==> src/rtl/core/column_sum_then_matvec_assert.svh <==
// assertion macros shared by the column sum and matrix-vector product block
`ifndef COLUMN_SUM_THEN_MATVEC_ASSERT_SVH
`define COLUMN_SUM_THEN_MATVEC_ASSERT_SVH

// same-cycle implication, checked on every clock edge out of reset
`define CSMV_ASSERT_IMP(lbl, ante, cons) \
  lbl: assert property (@(posedge clk) disable iff (!rst_n) (ante) |-> (cons)) \
    else $error("csmv assertion failed");

// next-cycle implication, checked on every clock edge out of reset
`define CSMV_ASSERT_NXT(lbl, ante, cons) \
  lbl: assert property (@(posedge clk) disable iff (!rst_n) (ante) |=> (cons)) \
    else $error("csmv assertion failed");

`endif

==> src/rtl/core/csmv_pkg.sv <==
// package with sizes, codes and pipeline types of the column sum / matvec block
package csmv_pkg;

  localparam int MAX_DIM        = 64;
  localparam int ELEMENT_BITS   = 16;
  localparam int ELEM_PORT_BITS = 16;
  localparam int SIZE_BITS      = 7;
  localparam int INDEX_BITS     = 6;
  localparam int VALUE_BITS     = 44;
  localparam int CFG_ADDR_BITS  = 3;
  localparam int CFG_DATA_BITS  = 32;

  localparam int DIM_BITS  = $clog2(MAX_DIM);
  localparam int SUM_BITS  = ELEMENT_BITS + DIM_BITS;
  localparam int PROD_BITS = SUM_BITS + ELEMENT_BITS;
  localparam int ACC_BITS  = PROD_BITS + DIM_BITS;

  // word address of the size register
  localparam logic REG_MATRIX_SIZE = 1'b0;

  typedef enum logic {
    MODE_A = 1'b0,
    MODE_B = 1'b1
  } mode_t;

  typedef enum logic {
    KIND_SUM  = 1'b0,
    KIND_PROD = 1'b1
  } kind_t;

  // one element as it leaves the sequencer
  typedef struct packed {
    mode_t                          mode;
    logic signed [ELEMENT_BITS-1:0] elem;
    logic [DIM_BITS-1:0]            col;
    logic                           first;   // first row for A, first column for B
    logic                           out_en;
    logic [INDEX_BITS-1:0]          out_idx;
    logic                           out_last;
  } elem_info_t;

  // accumulate stage contents
  typedef struct packed {
    mode_t                       mode;
    logic                        first;
    logic                        out_en;
    logic [INDEX_BITS-1:0]       out_idx;
    logic                        out_last;
    logic signed [PROD_BITS-1:0] val;
  } acc_info_t;

endpackage

==> src/rtl/core/csmv_seq.sv <==
// row and column counters of both matrices, element decode
module csmv_seq (
  input  logic                                  clk,
  input  logic                                  rst_n,
  input  logic [csmv_pkg::SIZE_BITS-1:0]        size_reg,
  input  logic                                  accept,
  input  logic                                  mode,
  input  logic [csmv_pkg::ELEM_PORT_BITS-1:0]   element,
  output csmv_pkg::elem_info_t                  info
);
  import csmv_pkg::*;

  logic [DIM_BITS-1:0]  a_row_r, a_col_r, b_row_r, b_col_r;
  logic [DIM_BITS-1:0]  a_row_nxt, a_col_nxt, b_row_nxt, b_col_nxt;
  logic [SIZE_BITS-1:0] size_eff;
  logic [DIM_BITS-1:0]  end_idx;
  logic                 a_end_col, a_end_row, b_end_col, b_end_row;
  mode_t                mode_in;

  assign mode_in = mode_t'(mode);

  // zero acts as one, anything above the array depth as the depth
  always_comb begin
    priority if (size_reg == '0) begin
      size_eff = SIZE_BITS'(1);
    end else if (size_reg > SIZE_BITS'(MAX_DIM)) begin
      size_eff = SIZE_BITS'(MAX_DIM);
    end else begin
      size_eff = size_reg;
    end
  end

  assign end_idx   = DIM_BITS'(size_eff - SIZE_BITS'(1));
  assign a_end_col = a_col_r >= end_idx;
  assign a_end_row = a_row_r >= end_idx;
  assign b_end_col = b_col_r >= end_idx;
  assign b_end_row = b_row_r >= end_idx;

  always_comb begin
    a_row_nxt = a_row_r;
    a_col_nxt = a_col_r;
    b_row_nxt = b_row_r;
    b_col_nxt = b_col_r;
    unique case (mode_in)
      MODE_A: begin
        if (a_end_col) begin
          a_col_nxt = '0;
          a_row_nxt = a_end_row ? '0 : a_row_r + DIM_BITS'(1);
        end else begin
          a_col_nxt = a_col_r + DIM_BITS'(1);
        end
      end
      MODE_B: begin
        if (b_end_col) begin
          b_col_nxt = '0;
          b_row_nxt = b_end_row ? '0 : b_row_r + DIM_BITS'(1);
        end else begin
          b_col_nxt = b_col_r + DIM_BITS'(1);
        end
      end
      default: begin
      end
    endcase
  end

  always_ff @(posedge clk) begin
    if (!rst_n) begin
      a_row_r <= '0;
      a_col_r <= '0;
      b_row_r <= '0;
      b_col_r <= '0;
    end else if (accept) begin
      a_row_r <= a_row_nxt;
      a_col_r <= a_col_nxt;
      b_row_r <= b_row_nxt;
      b_col_r <= b_col_nxt;
    end
  end

  always_comb begin
    info.mode = mode_in;
    info.elem = ELEMENT_BITS'(element);
    if (mode_in == MODE_A) begin
      info.col      = a_col_r;
      info.first    = (a_row_r == '0);
      info.out_en   = a_end_row;
      info.out_idx  = INDEX_BITS'(a_col_r);
      info.out_last = a_end_col;
    end else begin
      info.col      = b_col_r;
      info.first    = (b_col_r == '0);
      info.out_en   = b_end_col;
      info.out_idx  = INDEX_BITS'(b_row_r);
      info.out_last = b_end_row;
    end
  end

endmodule

==> config.mk <==
export PLATFORM = sky130hd
export DESIGN_NAME = csmv_seq
export DESIGN_NICKNAME = d
export VERILOG_FILES = /design/src/rtl/core/column_sum_then_matvec_assert.svh /design/src/rtl/core/csmv_pkg.sv /design/src/rtl/core/csmv_seq.sv
export SDC_FILE = /design/constraint.sdc
export NUM_CORES = 1
export LEC_CHECK = 0
export BUFFER_PORTS_ARGS = -buffer_cell sky130_fd_sc_hd__buf_2
export CAP_MARGIN = 5
export CORE_ASPECT_RATIO = 1.5
export CORE_UTILIZATION = 42
export CTS_CLUSTER_DIAMETER = 50
export DETAILED_ROUTE_END_ITERATION = 8
export MAX_ROUTING_LAYER = met4
export PLACE_DENSITY_LB_ADDON = 0.2
export SETUP_SLACK_MARGIN = 0.3
export SYNTH_ARGS = -nofsm -noshare
export SYNTH_HDL_FRONTEND = slang
export SYNTH_SLANG_ARGS = --single-unit
==> constraint.sdc <==
create_clock -name clk -period 7.51 [get_ports clk]
set_input_delay 1.1265 -clock clk [delete_from_list [all_inputs] [get_ports clk]]
set_output_delay 1.1265 -clock clk [all_outputs]
set_load 0.01 [all_outputs]
# Word level (Yosys, flattened, before mapping)
# Cells that the tools add are included.
# classes
addsub	5
n_mul	0
div	0
n_lt_le_gt_ge	5
eq_ne	0
shift	0
muxes	7
bitwise	1
n_reduce_logical	7
# op_table
cell	n
6-bit two-way mux	6
6-bit by 1-bit adder with 6-bit output, second input constant	4
6-bit >= comparator	4
15-bit two-way mux	1
6-bit zero test	2
7-bit greater-than comparator, second input constant	1
7-bit zero test	1
3-bit AND reduction	2
6-bit by 1-bit subtractor with 6-bit output, second input constant	1
2-bit AND reduction	2
1-bit inverter	1
# totals
ff_bits	24
latch_bits	0
ramBits	0
romBits	0
in_bits	27
out_inout_bits	32
wordCells	29
mem_count	0

# Logic depth before layout (Yosys ltp)
# depth
depth_word	6
mapped_depth	14
mapped_depth_nobuf	13

# Worst setup path after synthesis
# OpenSTA, ideal clock, no wires.
# synth_timing
path_kind	input-to-output
start	input size_reg[0] (netlist name)
end	output info[0] (netlist name)
t_arrival_ns	3.880
required_ns	6.384
path_slack_ns	2.503
stages	11
n_path_buf	0
cell_sequence	nor2_1 nand3b_1 nor2_1 o21bai_1 ha_1 ha_1 a211oi_1 o21bai_1 a2111oi_2 nor4_4 mux2_2
# synth_rtl
element	line_no	rtl
from (decl)	csmv_seq.sv:5	input logic [csmv_pkg::SIZE_BITS-1:0] size_reg,
to (decl)	csmv_seq.sv:9	output csmv_pkg::elem_info_t info

==> impl_results.md <==
- Status: complete, no violations
- Combinational fraction of design power: 20.2%
- Post-Syn Area: 0.002140 sq mm
- Port bufs: 26
- Die Y: 89.42 um
- Antenna Cells: 0
- Pwr Total: 266.8 uW
- Overall routed net length: 5097 um
- Place WS: 1936 ps
- CP endpoint kind: output pin
- Crit path time final: 5600 ps
- Worst hold stages: 2
- CTS tree: built
- Post-CTS Setup Inserts: 0
- Drt first pass iters: 4
- Crit Path Category: primary input to output pin
- Cell Area, Placed: 0.002188 sq mm
- Total net switching power: 80.25 uW
- Worst rel slew slack: 42.57%
- Routability cong.: 0.8506
- FF-to-FF path depth: 9
- R2r setup slk: 4720 ps
- Worst-Skew Late Latency: 270 ps
- Post-Synthesis Mean Instance Area: 7.983 sq um
- Layout area overhead: 4.211%
- Pin count of the biggest net entering global routing: 36
- Most frequent cells in the layout: nand2_1 (41), buf_2 (26), dfxtp_1 (24), ha_1 (19), nand3_1 (13)
- Sw Share: 30.08%
- Distinct cells, synth: 56
- Register bit total from synthesis: 24
- First-pass GRT wire length: 8266 um
- Clock-pin slew on the worst setup and hold paths: 90 ps
- Hold crit path type: flip-flop to flip-flop
- RSZ-0062 raised after global routing: false
- CP max stage delay: 550 ps
- Final Instance Area: 0.002230 sq mm
- Cell Chain, Critical Path: buf_2, nor2_1, nand3b_1, nor2_1, o21bai_1, ha_1, xnor2_1, ha_1, nor2_1, o21bai_1, a2111oi_2, nor4_4, mux2_2, buf_2
- Vias in the first global route: 1728
- Fin util: 45.99%
- Global route total overflow: 0
- Critical Path RT: 6380 ps
- Final Cycle Share: 74.57%
- Most used cell, CP: nor2_1
- Root Driver: clkbuf_8
- Critical-path maximum fanout: 7
- Final setup viols: 0
- Peak VDD IR: 0.05095 mV
- Via count: 1889
- Core ar.: 0.004848 sq mm
- Commonest non-fill, non-tap cell in the layout: nand2_1
- Pwr per Cell Area: 119.6 mW/mm^2
- Part of the power in the clock network: 30.1%
- FF-to-FF End: b_row_r[3]$_SDFFE_PN0P_
- Clock Sinks: 24
- Seq/Total Area, Yosys: 22.46%
- Vias per cell: 5.605
- Worst hold path endpoint: a_row_r[0]$_SDFFE_PN0P_
- Fraction of layout cells with a size suffix above 1: 14.39%
- Sequential share of power: 49.7%
- Share of synthesized registers carrying an async set or reset: 0%
- Pleak: 0.9945 nW
- PostCTS Resize Cnt: 0
- Worst R2R Start: b_row_r[0]$_SDFFE_PN0P_
- Synthesized net count: 314
- WL/cell: 15.12 um
- Io pins: 59
- Detailed-placement wirelength estimate: 3965 um
- Hold_ws: 513.8 ps
- Initial antenna violation count: 0
- Placed insts: 334
- Cell internal pwr: 186.5 uW
- Clock buffer depth: 2
- Final Max Tran Viols: 0
- CTS buffer count: 3
- Worst-Margin Slew: 850.3 ps
- Total GRT Usage: 21.05%
- Hold-fix buffers, CTS: 0
- Min-delay src: a_row_r[0]$_SDFFE_PN0P_
- Cells after Synth: 268
- Final Skew: 1.970 ps
- Ys flop type: dfxtp_1
- Post-synth EDFFs: 0
- DRC Markers: 0
- H-tree depth: 1
- CP max-delay cell: a2111oi_2
- Initial core utilization: 44.13%
- Worst EP arrival: 4470 ps
- Die width: 60.28 um
- Setup TNS: 0 ps
- Site row count: 31
- Post-route ant nets: 0
- Setup ws final: 1910 ps
- Die ar.: 0.005389 sq mm
- MaxCap Viol Count: 0
- Initial drt markers: 67
- Hold Vio Cnt, Final: 0
- Worst setup SP type: primary input
- Number of nets in the layout: 319
- Final non-filler cell total: 337
- YS warnings: 0
- Fmax: 178.6 MHz
critical path, delay by kind of cell:
kind | cells | cell delay (ps)
simple gates | 5 | 940
compound gates | 3 | 870
fa+ha+maj | 2 | 600
xor+xnor | 1 | 400
mux | 1 | 280
buf+inv | 2 | 260
cell usage after synthesis (3+ instances only):
cell | count | area share (%)
clkbuf_1 | 7 | 1.2
a32o_1 | 4 | 1.9
nor2_1 | 12 | 2.1
a21oi_1 | 5 | 1.2
dfxtp_1 | 24 | 22
nand3b_1 | 3 | 1.1
xnor2_1 | 6 | 2.5
buf_4 | 17 | 6.0
ha_1 | 19 | 11
nor2b_1 | 3 | 0.88
and3b_1 | 4 | 1.6
nand2_1 | 41 | 7.2
a21boi_0 | 3 | 1.1
o211ai_1 | 4 | 1.4
o21bai_1 | 4 | 1.4
nand2b_1 | 12 | 3.5
nand4_1 | 5 | 1.5
o21ai_0 | 6 | 1.4
nand3_1 | 13 | 3.0
and3_1 | 10 | 2.9
inv_1 | 10 | 1.8
and2_1 | 3 | 0.88
a21o_1 | 3 | 1.1
o21ai_1 | 5 | 1.2
registers in the layout, indices dropped and copies added, names as in the netlist:
signal and flops:
a_row_r 6, a_col_r 6, b_col_r 6, b_row_r 6
cell families (layout without fill, tap and decap cells):
family	after synthesis	after routing	synth area share, %
adder cells (fa/ha/maj)	20	20	11.58
AO/OA/AOI/OAI	56	56	21.00
XOR/XNOR	8	8	3.275
multiplexers	3	3	1.462
buffers and inverters	36	39	9.416
flip-flops	24	24	22.46
AND/OR/NAND/NOR	121	121	30.82
cell type report:
type,instances,area [sq um]
flip-flops and latches,24,480.5
inverters,10,37.54
repair buffers,26,130.1
well taps,66,82.58
fillers,501,2619
clock buffers,3,41.29
multi-input cells,208,1458
power groups by stage:
stage | clock network (mW) | registers (mW) | logic (mW)
after floorplan | 0 | 0.134 | 0.0490
after detailed placement | 0 | 0.136 | 0.0540
after global placement | 0 | 0.135 | 0.0527
after CTS | 0.0817 | 0.132 | 0.0542
final | 0.0803 | 0.133 | 0.0539
after global routing | 0.0875 | 0.133 | 0.0613
how the worst max path moves through the flow:
stage                      startpoint  endpoint  slack [ps]
after global placement    size_reg[3]   info[0]        2060
final                     size_reg[3]   info[0]        1910
after detailed placement  size_reg[3]   info[0]        1940
after CTS                 size_reg[3]   info[0]        1920
after floorplan           size_reg[0]   info[0]        2500
after global routing      size_reg[3]   info[0]        1700
routing by layer:
layer	vias up	part of all wire [%]	global-route usage, %
met5	-	0	-
met4	0	1.9	8.245
met3	9	3.4	2.171
met2	34	49	35.96
met1	884	46	24.69
li1	962	-	-
No activity file was read; power rests on OpenSTA's default activity.
